File: src/rtl/paged_translation_frame_allocator_unit_defines.svh
// assertion macros for the paged translation and frame allocator
// no dependencies; included by the modules that carry assertions
`ifndef PAGED_TRANSLATION_FRAME_ALLOCATOR_UNIT_DEFINES_SVH
`define PAGED_TRANSLATION_FRAME_ALLOCATOR_UNIT_DEFINES_SVH

`ifndef NO_ASSERTIONS
// same-cycle implication, checked on every rising edge out of reset
`define PTFA_ASSERT_NOW(label, ante, cons) \
    label: assert property (@(posedge clk) disable iff (!rst_n) (ante) |-> (cons)) \
        else $error("ptfa assertion failed");
// next-cycle implication
`define PTFA_ASSERT_NEXT(label, ante, cons) \
    label: assert property (@(posedge clk) disable iff (!rst_n) (ante) |=> (cons)) \
        else $error("ptfa assertion failed");
`else
`define PTFA_ASSERT_NOW(label, ante, cons)
`define PTFA_ASSERT_NEXT(label, ante, cons)
`endif

`endif

File: src/rtl/ptfa_pkg.sv
// shared types, constants and helpers of the paged translation and frame allocator
// no dependencies
package ptfa_pkg;

    localparam int FRAMES          = 32;
    localparam int PAGES_PER_TABLE = 32;
    localparam int PAGE_WORDS      = 2048;
    // slot wrap is a mask, so the slot count stays a power of two
    localparam int PROCESS_SLOTS   = 64;

    localparam int KIND_W    = 2;
    localparam int SLOT_W    = 6;
    localparam int VADDR_W   = 16;
    localparam int STATUS_W  = 3;
    localparam int FRAME_W   = 5;
    localparam int PAGE_W    = 5;
    localparam int OFFSET_W  = 11;
    localparam int ENTRY_W   = 8;
    localparam int FLOOR_W   = 5;

    localparam int TBL_DEPTH   = PROCESS_SLOTS * PAGES_PER_TABLE;
    localparam int TBL_AW      = $clog2(TBL_DEPTH);
    localparam int FRAME_IDX_W = $clog2(FRAMES);
    localparam int QUEUE_DEPTH = 2;
    localparam int QPTR_W      = $clog2(QUEUE_DEPTH);
    localparam int QCNT_W      = $clog2(QUEUE_DEPTH + 1);

    // page table entry layout
    localparam int ENTRY_VALID_BIT = 0;
    localparam int ENTRY_READ_BIT  = 1;
    localparam int ENTRY_WRITE_BIT = 2;
    localparam int ENTRY_FRAME_LSB = 3;

    // frames below this are reserved at reset
    localparam int RESERVED_FRAMES = 3;
    localparam logic [FLOOR_W-1:0] FLOOR_RESET = FLOOR_W'(6);

    typedef enum logic [KIND_W-1:0] {
        KIND_TRANSLATE = 2'd0,
        KIND_ALLOCATE  = 2'd1,
        KIND_FREE      = 2'd2,
        KIND_UNUSED    = 2'd3
    } kind_t;

    typedef enum logic [STATUS_W-1:0] {
        ST_OK          = 3'd0,
        ST_BELOW_USER  = 3'd1,
        ST_INVALID     = 3'd2,
        ST_READ_ONLY   = 3'd3,
        ST_ALREADY     = 3'd4,
        ST_NO_FRAME    = 3'd5,
        ST_NOT_ALLOC   = 3'd6,
        ST_SPARE       = 3'd7
    } status_t;

    // work for the back end; report carries a status decided up front
    typedef enum logic [1:0] {
        OP_TRANSLATE = 2'd0,
        OP_ALLOCATE  = 2'd1,
        OP_FREE      = 2'd2,
        OP_REPORT    = 2'd3
    } op_t;

    typedef enum logic [0:0] {
        REG_LOWEST_USER_PAGE = 1'b0,
        REG_BEYOND           = 1'b1
    } reg_index_t;

    typedef struct packed {
        logic [KIND_W-1:0]  kind;
        logic [SLOT_W-1:0]  process_slot;
        logic [VADDR_W-1:0] virtual_address;
        logic               read_bit;
        logic               write_bit;
    } req_t;

    typedef struct packed {
        logic [STATUS_W-1:0] status;
        logic [VADDR_W-1:0]  physical_address;
        logic [FRAME_W-1:0]  frame_number;
    } rsp_t;

    typedef struct packed {
        op_t                 op;
        status_t             status;
        logic [TBL_AW-1:0]   idx;
        logic [OFFSET_W-1:0] offset;
        logic                read_bit;
        logic                write_bit;
    } cmd_t;

    function automatic logic [FRAMES-1:0] free_map_reset();
        logic [FRAMES-1:0] m;
        m = '0;
        for (int f = 0; f < FRAMES; f++)
        begin
            m[f] = (f >= RESERVED_FRAMES);
        end
        return m;
    endfunction

endpackage

File: src/rtl/ptfa_queue.sv
// two-entry command queue between the front and back ends
// depends on ptfa_pkg
module ptfa_queue (
    input  logic           clk,
    input  logic           rst_n,
    input  logic           push,
    input  ptfa_pkg::cmd_t push_cmd,
    output logic           full,
    input  logic           pop,
    output logic           empty,
    output ptfa_pkg::cmd_t head
);
    import ptfa_pkg::*;

    cmd_t              q_reg [QUEUE_DEPTH];
    logic [QPTR_W-1:0] wr_ptr_reg;
    logic [QPTR_W-1:0] wr_ptr_next;
    logic [QPTR_W-1:0] rd_ptr_reg;
    logic [QPTR_W-1:0] rd_ptr_next;
    logic [QCNT_W-1:0] count_reg;
    logic [QCNT_W-1:0] count_next;

    assign full  = count_reg == QCNT_W'(QUEUE_DEPTH);
    assign empty = count_reg == '0;
    assign head  = q_reg[rd_ptr_reg];

    always_comb
    begin
        wr_ptr_next = wr_ptr_reg;
        rd_ptr_next = rd_ptr_reg;
        count_next  = count_reg;
        if (push)
        begin
            wr_ptr_next = (wr_ptr_reg == QPTR_W'(QUEUE_DEPTH - 1)) ? '0 : wr_ptr_reg + 1'b1;
        end
        if (pop)
        begin
            rd_ptr_next = (rd_ptr_reg == QPTR_W'(QUEUE_DEPTH - 1)) ? '0 : rd_ptr_reg + 1'b1;
        end
        if (push && !pop)
        begin
            count_next = count_reg + 1'b1;
        end
        else if (pop && !push)
        begin
            count_next = count_reg - 1'b1;
        end
    end

    always_ff @(posedge clk or negedge rst_n)
    begin
        if (!rst_n)
        begin
            wr_ptr_reg <= '0;
            rd_ptr_reg <= '0;
            count_reg  <= '0;
        end
        else
        begin
            wr_ptr_reg <= wr_ptr_next;
            rd_ptr_reg <= rd_ptr_next;
            count_reg  <= count_next;
        end
    end

    always_ff @(posedge clk)
    begin
        if (push)
        begin
            q_reg[wr_ptr_reg] <= push_cmd;
        end
    end

endmodule

File: config.mk
export PLATFORM = sky130hd
export DESIGN_NAME = ptfa_queue
export DESIGN_NICKNAME = d
export VERILOG_FILES = /design/src/rtl/paged_translation_frame_allocator_unit_defines.svh /design/src/rtl/ptfa_pkg.sv /design/src/rtl/ptfa_queue.sv
export SDC_FILE = /design/constraint.sdc
export NUM_CORES = 1
export LEC_CHECK = 0
export ABC_CLOCK_PERIOD_IN_PS = 2300
export BUFFER_PORTS_ARGS = -buffer_cell sky130_fd_sc_hd__buf_2
export CORE_MARGIN = 1
export CORE_UTILIZATION = 49
export CTS_BUF_LIST = sky130_fd_sc_hd__clkbuf_2
export DETAILED_ROUTE_END_ITERATION = 16
export MAX_ROUTING_LAYER = met4
export PLACE_DENSITY = 0.78
export SYNTH_ARGS = -nofsm -noshare
export SYNTH_HDL_FRONTEND = slang
export SYNTH_SLANG_ARGS = --single-unit
File: constraint.sdc
create_clock -name clk -period 2.3 [get_ports clk]
set_clock_uncertainty 0.2 [all_clocks]
set_input_delay 0.23 -clock clk [delete_from_list [all_inputs] [get_ports clk]]
set_output_delay 0.23 -clock clk [all_outputs]
set_load 0.02 [all_outputs]
==> flow_summary_export.csv <==
group,metric,value,unit
outcome,outcome,"completed",
timing,hold_viol,0,
floorplan,fp.dieW,71.9,um
power,total_power,3.52,mW
layout,multiInputGateArea,520,um^2
power,power_leakage,1.34,nW
detailed_routing,vias,1352,
power,peakVddDrop,0.673,mV
layout,antenna_cells,0,
placement,dp_cells,237,
layout,final_nets,248,
critical_path,cp.arrival,1.78,ns
synthesis,ys_types,11,
synthesis,yosysSeqAreaShare,0.768,
critical_path,crit_chain,"buf_12, mux2_4, buf_2",
placement,place.gp.congestion,0.672,
synthesis,syn_area_per_cell,22.6,um^2
timing,setup-tns-final,0,ns
detailed_routing,drt_wl_total,4.23,mm
layout,register_area,1850,um^2
clock_network,tritoncts.num_buffers,9,
floorplan,rows,25,
critical_path,start_kind,"flip-flop",
detailed_routing,drtIter0Drc,72,
placement,numPortBuffers,63,
layout,instances_no_fill,286,
critical_path,cp_max_fo,21,
floorplan,die_area,5180,um^2
job,maxCapViolCount,0,
clock_network,clkTransAtPathRegs,0.17,ns
timing,slew_headroom,0.688,
detailed_routing,first_pass_iters,4,
floorplan,core,4720,um^2
detailed_routing,drc_errors,0,
timing,tightest_slew,0.466,ns
layout,layout-drive-gt1-share,0.507,
global_routing,gr-total-overflow,0,
synthesis,synth_seq_cells,62,
global_routing,antenna_found_initial,0,
synthesis,netlist_area,2400,um^2
clock_network,cts.htree.levels,3,
power,powerDensity,1090,nW/um^2
clock_network,cts_root_buffer,"clkbuf_2",
critical_path,cp_slowest_cell,"dfrtp_4",
timing,setup_viol,0,
layout,syn_to_final_growth,34.9,%
clock_network,insertion_delay,0.46,ns
critical_path,crit_required,1.87,ns
synthesis,synthCells,106,
synthesis,syn_nets,140,
detailed_routing,via_per_inst,4.73,
layout,largest_reg_flops,58,
critical_path,critPathKind,"reg -> out",
floorplan,ios,64,
clock_network,clock-sinks,62,
timing,finalMaxSlewViolations,0,
detailed_routing,wl_per_cell,14.8,um
timing,fin_crit_sh,0.963,
min_path,worst_hold_path_type,"in -> reg",
timing,rsz0062_at_grt,"no",
global_routing,grt_pass1_vias,1357,
placement,post-dp-hpwl,2.61,mm
critical_path,slowest_delay,0.58,ns
timing,setup_ws,0.0850,ns
layout,fillers,340,
floorplan,initial_core_util,0.508,
critical_path,cp-end-kind,"primary output",
floorplan,fp.dieH,71.9,um
detailed_routing,ant_nets,0,
clock_network,clock_path_buffers,2,
global_routing,grt_max_degree,22,
global_routing,grt_pass1_wl,6.40,mm
clock_network,cts_tree,"built",
timing,min_period,2.21,ns
timing,max_freq,0.451,GHz
global_routing,gr-usage-all-layers,0.184,
synthesis,yosysWarningCount,0,
placement,place_ws,0.580,ns
cell families after synthesis:
logic type	share of synthesized area
xor+xnor	0.0183
buf+inv	0.0157
flops	0.768
simple gates	0.0110
fa+ha+maj	0.00522
mux	0.182
power by group:
group | leakage (nW) | total, mW | switching, mW | internal [mW]
Clock | 0.0542 | 0.507 | 0.374 | 0.132
Sequential | 0.590 | 1.63 | 0.127 | 1.51
Combinational | 0.700 | 1.38 | 0.710 | 0.670
layer usage:
layer	up-vias	track usage	share of wire
met2	56	0.287	0.50
met4	0	0.111	0.022
met3	10	0.0514	0.053
met5	-	-	0
li1	623	-	-
met1	663	0.214	0.42
critical path: cells and delay by family, from the launching register on:
kind | cells | cell delay [ns]
DFF | 1 | 0.58
buffers and inverters | 2 | 0.39
muxes | 1 | 0.32
path summary, 6_finish.rpt:
check | startpoint | slack (ns) | to | cells after the start
worst min register to register | count_reg[1] | 0.32 | count_reg[1] | 1
worst min-delay path | push_cmd[11] | 0.26 | q_reg[0][11] | 2
worst max register to register | wr_ptr_reg | 0.67 | q_reg[0][2] | 2
worst max-delay path | rd_ptr_reg | 0.09 | head[10] | 3
max in group asynchronous | rst_n | 1.30 | rd_ptr_reg | 3
min in group asynchronous | rst_n | 0.42 | rd_ptr_reg | 3
cell usage in the layout (no fill, tap or decap), drive strengths merged:
cell type,count
dlygate4sd3,33
dfrtp,4
clkbuf,10
mux2,29
xnor2,1
clkinv,5
ha,1
nor2b,2
nor2,2
buf,67
inv,1
and2,1
clkinvlp,1
edfxtp,58
xor2,4
what timing repair did:
action,4_1_cts,5_1_grt
endpoints found under the hold margin,65,0
hold buffers,33,0
setup buffers,0,0
resized for setup,0,1
setup endpoints to repair,0,21
Yosys cell counts, drive strengths merged:
library cell / number / area [um^2]
mux2: 29 / 435
xor2: 4 / 35.0
nor2: 2 / 7.51
buf: 3 / 33.8
nor2b: 2 / 12.5
edfxtp: 58 / 1740
xnor2: 1 / 8.76
ha: 1 / 12.5
inv: 1 / 3.75
dfrtp: 4 / 100
and2: 1 / 6.26
stage by stage:
step	area, um^2	util	hold slack [ns]
floorplan	2400	-	-0.266
global placement	2820	0.597	-0.161
detailed placement	2820	0.597	-0.160
CTS	3230	0.684	0.226
global route	3230	0.685	0.223
finish	3230	0.685	0.262
layout make-up:
type	count	area share
repair buffers	100	0.217
flip-flops and latches	62	0.571
well taps	67	0.0259
clock inverters	6	0.00890
clock buffers	10	0.0155
inverters	1	0.00116
multi-input cells	40	0.161
(Power assumes the default switching activity.)
