File: src/rtl/paged_translation_frame_allocator_unit_defines.svh
// assertion macros for the paged translation and frame allocator
// no dependencies; included by the modules that carry assertions
`ifndef PAGED_TRANSLATION_FRAME_ALLOCATOR_UNIT_DEFINES_SVH
`define PAGED_TRANSLATION_FRAME_ALLOCATOR_UNIT_DEFINES_SVH

`ifndef NO_ASSERTIONS
// same-cycle implication, checked on every rising edge out of reset
`define PTFA_ASSERT_NOW(label, ante, cons) \
    label: assert property (@(posedge clk) disable iff (!rst_n) (ante) |-> (cons)) \
        else $error("ptfa assertion failed");
// next-cycle implication
`define PTFA_ASSERT_NEXT(label, ante, cons) \
    label: assert property (@(posedge clk) disable iff (!rst_n) (ante) |=> (cons)) \
        else $error("ptfa assertion failed");
`else
`define PTFA_ASSERT_NOW(label, ante, cons)
`define PTFA_ASSERT_NEXT(label, ante, cons)
`endif

`endif

File: src/rtl/ptfa_pkg.sv
// shared types, constants and helpers of the paged translation and frame allocator
// no dependencies
package ptfa_pkg;

    localparam int FRAMES          = 32;
    localparam int PAGES_PER_TABLE = 32;
    localparam int PAGE_WORDS      = 2048;
    // slot wrap is a mask, so the slot count stays a power of two
    localparam int PROCESS_SLOTS   = 64;

    localparam int KIND_W    = 2;
    localparam int SLOT_W    = 6;
    localparam int VADDR_W   = 16;
    localparam int STATUS_W  = 3;
    localparam int FRAME_W   = 5;
    localparam int PAGE_W    = 5;
    localparam int OFFSET_W  = 11;
    localparam int ENTRY_W   = 8;
    localparam int FLOOR_W   = 5;

    localparam int TBL_DEPTH   = PROCESS_SLOTS * PAGES_PER_TABLE;
    localparam int TBL_AW      = $clog2(TBL_DEPTH);
    localparam int FRAME_IDX_W = $clog2(FRAMES);
    localparam int QUEUE_DEPTH = 2;
    localparam int QPTR_W      = $clog2(QUEUE_DEPTH);
    localparam int QCNT_W      = $clog2(QUEUE_DEPTH + 1);

    // page table entry layout
    localparam int ENTRY_VALID_BIT = 0;
    localparam int ENTRY_READ_BIT  = 1;
    localparam int ENTRY_WRITE_BIT = 2;
    localparam int ENTRY_FRAME_LSB = 3;

    // frames below this are reserved at reset
    localparam int RESERVED_FRAMES = 3;
    localparam logic [FLOOR_W-1:0] FLOOR_RESET = FLOOR_W'(6);

    typedef enum logic [KIND_W-1:0] {
        KIND_TRANSLATE = 2'd0,
        KIND_ALLOCATE  = 2'd1,
        KIND_FREE      = 2'd2,
        KIND_UNUSED    = 2'd3
    } kind_t;

    typedef enum logic [STATUS_W-1:0] {
        ST_OK          = 3'd0,
        ST_BELOW_USER  = 3'd1,
        ST_INVALID     = 3'd2,
        ST_READ_ONLY   = 3'd3,
        ST_ALREADY     = 3'd4,
        ST_NO_FRAME    = 3'd5,
        ST_NOT_ALLOC   = 3'd6,
        ST_SPARE       = 3'd7
    } status_t;

    // work for the back end; report carries a status decided up front
    typedef enum logic [1:0] {
        OP_TRANSLATE = 2'd0,
        OP_ALLOCATE  = 2'd1,
        OP_FREE      = 2'd2,
        OP_REPORT    = 2'd3
    } op_t;

    typedef enum logic [0:0] {
        REG_LOWEST_USER_PAGE = 1'b0,
        REG_BEYOND           = 1'b1
    } reg_index_t;

    typedef struct packed {
        logic [KIND_W-1:0]  kind;
        logic [SLOT_W-1:0]  process_slot;
        logic [VADDR_W-1:0] virtual_address;
        logic               read_bit;
        logic               write_bit;
    } req_t;

    typedef struct packed {
        logic [STATUS_W-1:0] status;
        logic [VADDR_W-1:0]  physical_address;
        logic [FRAME_W-1:0]  frame_number;
    } rsp_t;

    typedef struct packed {
        op_t                 op;
        status_t             status;
        logic [TBL_AW-1:0]   idx;
        logic [OFFSET_W-1:0] offset;
        logic                read_bit;
        logic                write_bit;
    } cmd_t;

    function automatic logic [FRAMES-1:0] free_map_reset();
        logic [FRAMES-1:0] m;
        m = '0;
        for (int f = 0; f < FRAMES; f++)
        begin
            m[f] = (f >= RESERVED_FRAMES);
        end
        return m;
    endfunction

endpackage

File: src/rtl/ptfa_front.sv
// front end: takes requests, classifies them and stages the command for the queue
// depends on ptfa_pkg
module ptfa_front (
    input  logic                         clk,
    input  logic                         rst_n,
    input  logic                         start,
    output logic                         busy,
    input  ptfa_pkg::req_t               req,
    input  logic [ptfa_pkg::FLOOR_W-1:0] lowest_user_page,
    input  logic                         clearing,
    input  logic                         q_full,
    output logic                         push,
    output ptfa_pkg::cmd_t               push_cmd
);
    import ptfa_pkg::*;

    logic              stage_valid_reg;
    logic              stage_valid_next;
    cmd_t              stage_cmd_reg;
    cmd_t              cls_cmd;
    logic              accept;
    logic [PAGE_W-1:0] page;
    logic              in_table;
    logic [SLOT_W-1:0] slot;

    assign busy     = clearing || (stage_valid_reg && q_full);
    assign accept   = start && !busy;
    assign push     = stage_valid_reg && !q_full;
    assign push_cmd = stage_cmd_reg;

    assign page     = req.virtual_address[VADDR_W-1 -: PAGE_W];
    assign in_table = 32'(page) < PAGES_PER_TABLE;
    assign slot     = SLOT_W'(req.process_slot % PROCESS_SLOTS);

    always_comb
    begin
        cls_cmd           = '0;
        cls_cmd.op        = OP_REPORT;
        cls_cmd.status    = ST_OK;
        cls_cmd.idx       = TBL_AW'(TBL_AW'(slot) * TBL_AW'(PAGES_PER_TABLE) + TBL_AW'(page));
        cls_cmd.offset    = req.virtual_address[OFFSET_W-1:0];
        cls_cmd.read_bit  = req.read_bit;
        cls_cmd.write_bit = req.write_bit;
        case (kind_t'(req.kind))
            KIND_TRANSLATE:
            begin
                if (page < lowest_user_page)
                begin
                    cls_cmd.status = ST_BELOW_USER;
                end
                else if (!in_table)
                begin
                    cls_cmd.status = ST_INVALID;
                end
                else
                begin
                    cls_cmd.op = OP_TRANSLATE;
                end
            end
            KIND_ALLOCATE:
            begin
                if (!in_table)
                begin
                    cls_cmd.status = ST_INVALID;
                end
                else
                begin
                    cls_cmd.op = OP_ALLOCATE;
                end
            end
            KIND_FREE:
            begin
                if (!in_table)
                begin
                    cls_cmd.status = ST_NOT_ALLOC;
                end
                else
                begin
                    cls_cmd.op = OP_FREE;
                end
            end
            default:
            begin
                cls_cmd.op     = OP_REPORT;
                cls_cmd.status = ST_OK;
            end
        endcase
    end

    always_comb
    begin
        stage_valid_next = stage_valid_reg;
        if (accept)
        begin
            stage_valid_next = 1'b1;
        end
        else if (push)
        begin
            stage_valid_next = 1'b0;
        end
    end

    always_ff @(posedge clk or negedge rst_n)
    begin
        if (!rst_n)
        begin
            stage_valid_reg <= 1'b0;
        end
        else
        begin
            stage_valid_reg <= stage_valid_next;
        end
    end

    always_ff @(posedge clk)
    begin
        if (accept)
        begin
            stage_cmd_reg <= cls_cmd;
        end
    end

endmodule

File: config.mk
export PLATFORM = sky130hd
export DESIGN_NAME = ptfa_front
export DESIGN_NICKNAME = d
export VERILOG_FILES = /design/src/rtl/paged_translation_frame_allocator_unit_defines.svh /design/src/rtl/ptfa_pkg.sv /design/src/rtl/ptfa_front.sv
export SDC_FILE = /design/constraint.sdc
export NUM_CORES = 1
export LEC_CHECK = 0
export BUFFER_PORTS_ARGS = -buffer_cell sky130_fd_sc_hd__clkbuf_2
export CAP_MARGIN = 20
export CORE_UTILIZATION = 44
export CTS_CLUSTER_DIAMETER = 120
export DETAILED_ROUTE_END_ITERATION = 7
export HOLD_SLACK_MARGIN = 0.1
export MAX_ROUTING_LAYER = met4
export PLACE_DENSITY = 0.89
export SETUP_SLACK_MARGIN = 0.2
export SYNTH_ARGS = -nofsm -noshare
export SYNTH_HDL_FRONTEND = slang
export SYNTH_SLANG_ARGS = --single-unit
File: constraint.sdc
create_clock -name clk -period 4.55 [get_ports clk]
set_input_delay 0.6825 -clock clk [delete_from_list [all_inputs] [get_ports clk]]
set_output_delay 0.6825 -clock clk [all_outputs]
set_load 0.02 [all_outputs]
==> run_results.csv <==
group,metric,value,unit
run_status,status,"complete, no violations",
synth,yosys_warnings,0,
synth,synth_ff_type,"edfxtp_1",
drt,wl_per_cell,11.8,um
placement,hpwl,1560,um
drt,drt-pass1-iter-count,3,
global_routing,grt_pass1_wl,2570,um
critical_path,cp-start-kind,"primary input",
critical_path,crit_path_max_fanout,3,
pwr,vdd_ir_drop_max,0.000167,V
die,core,2230,um^2
min_path,hold_class,"in2reg",
clock_network,post_cts_buffers,0,
placement,io_buffers,64,
clock_network,clock_sink_count,28,
die,ios,67,
global_routing,grt_use_total,0.145,
pwr,leakagePower,0.000661,uW
synth,synthMostInstantiatedCell,"edfxtp_1",
drt,vias,698,
clock_network,cts_buffers,3,
clock_network,cts_hold_buf,0,
layout,multiInputGateArea,178,um^2
timing,max_freq,556,MHz
timing,finClkSkew,8.53,ps
clock_network,clk_pin_slew,130,ps
global_routing,grt_max_degree,28,
timing,setup_viol,0,
synth,ys_seq_area_frac,0.801,
synth,synthCells,58,
layout,layout.nets,168,
layout,largest_reg_flops,27,
layout,fin_util,0.643,
synth,ys_ff_latch,28,
critical_path,worstPathArrival,1120,ps
timing,fin_crit_sh,0.396,
drt,drc,0,
clock_network,htree_levels,1,
synth,synth_area_leaders,"edfxtp_1 (78%), ha_1 (4.8%), dfrtp_1 (2.4%)",
timing,min_period,1800,ps
die,fp-row-count,17,
drt,totalWireLength,1830,um
placement,gp_congestion,0.682,
die,start_util,0.467,
clock_network,cts_resized,0,
layout,area_growth_syn_to_layout,37.5,%
timing,rsz0062_at_grt,"no",
clock_network,cts_root_buf,"clkbuf_4",
clock_network,clock_latency,310,ps
layout,drive_gt1_frac,0.575,
synth,yosysTopAreaCellShare,0.777,
critical_path,rrSetupSlack,3370,ps
clock_network,clock_path_buffers,2,
die,die-width,50.7,um
pwr,p_per_area,321,nW/um^2
timing,final_max_slew_viol_count,0,
layout,n_fill_cell,167,
synth,synthDistinctLibCells,17,
drt,routed_via_density,4.50,
synth,syn-mean-instance-area,18.0,um^2
synth,yosys.area.top_type,"edfxtp_1",
synth,yosys-top-cells-count,"edfxtp_1 (27), inv_1 (6), ha_1 (4), a21oi_1 (3), nand2_1 (3)",
drt,ant_nets,0,
global_routing,grt-ovfl-total,0,
die,dieArea,2570,um^2
timing,finalHoldViolations,0,
die,die_h,50.7,um
synth,syn_area,1040,um^2
drt,drtIter0Drc,5,
critical_path,required,3870,ps
global_routing,antenna_found_initial,0,
critical_path,end_kind,"primary output",
critical_path,worstSetupPathType,"in2out",
flow_run,drv_cap,0,
global_routing,grt_pass1_vias,604,
clock_network,cts_tree,"built",
layout,ff_latch_area,836,um^2
synth,async_flop_share,0.0357,
synth,synth-edff-count,27,
layout,diodes,0,
timing,finalSetupTns,0,ps
final timing paths:
kind,cells past startpoint,end,start
min in group asynchronous,2,stage_valid_reg,rst_n
worst min register to register,2,stage_valid_reg,stage_valid_reg
worst min-delay path,1,push_cmd[21],req[21]
max in group asynchronous,2,stage_valid_reg,rst_n
worst max register to register,2,push_cmd[19],stage_valid_reg
worst max-delay path,4,busy,q_full
worst max-delay path, cell delays in order:
cell and delay [ps]:
clkbuf_2 110, nand2_1 70, nand2b_1 80, clkbuf_2 160
cells in the final DEF, fill, tap and decap left out:
master	count
a21oi_2	2
edfxtp_1	27
clkbuf_2	64
dfrtp_1	1
a21oi_4	1
a31oi_1	1
nand2b_1	2
clkbuf_1	1
inv_1	6
nand2_1	3
a41oi_1	2
buf_4	1
ha_1	4
nor2b_1	1
nor2b_2	1
a21oi_1	2
conb_1	2
o21ai_2	1
dlygate4sd3_1	1
nand3_1	1
clkbuf_4	3
logic make-up (layout without fill, tap and decap cells):
group	count (synthesis)	after routing	share of synthesized area
and+or+nand+nor	8	8	0.0420
adders and majority gates	4	4	0.0480
buffers and inverters	8	76	0.0360
DFF	28	28	0.801
other	1	2	0.00359
AOI/OAI and AO/OA	9	9	0.0696
metrics by stage:
| stage | instance area, um^2 | cells | power, uW | hold WS (ps) | setup WS, ps |
|---|---|---|---|---|---|
| 2_1_floorplan | 1050 | 59 | 343 | 387 | 1950 |
| 3_3_place_gp | 1400 | 150 | 368 | 457 | 2790 |
| 3_5_place_dp | 1400 | 150 | 372 | 463 | 2760 |
| 4_1_cts | 1430 | 154 | 464 | 119 | 2760 |
| 5_1_grt | 1440 | 155 | 480 | 516 | 2720 |
| 6_report | 1440 | 155 | 461 | 537 | 2750 |
power breakdown:
group	leakage, uW	switching, uW	total (uW)	internal, uW
sequential	0.000264	3.46	300	296
clock	0.0000150	61.6	95.7	34.1
combinational	0.000383	38.9	65.7	26.8
cell type report:
type                    instances  share of cell area
clock buffers                   4              0.0183
inverters                       6              0.0157
multi-input cells              23               0.124
flip-flops and latches         28               0.582
well taps                      28              0.0244
repair buffers                 66               0.235
layer usage:
metal  vias up  track usage  share of wire
met2        45        0.247           0.50
met4         0       0.0556         0.0066
met5         -            -              0
met1       303        0.170           0.40
met3         2       0.0273          0.090
li1        348            -              -
No activity file was read; power rests on OpenSTA's default activity.
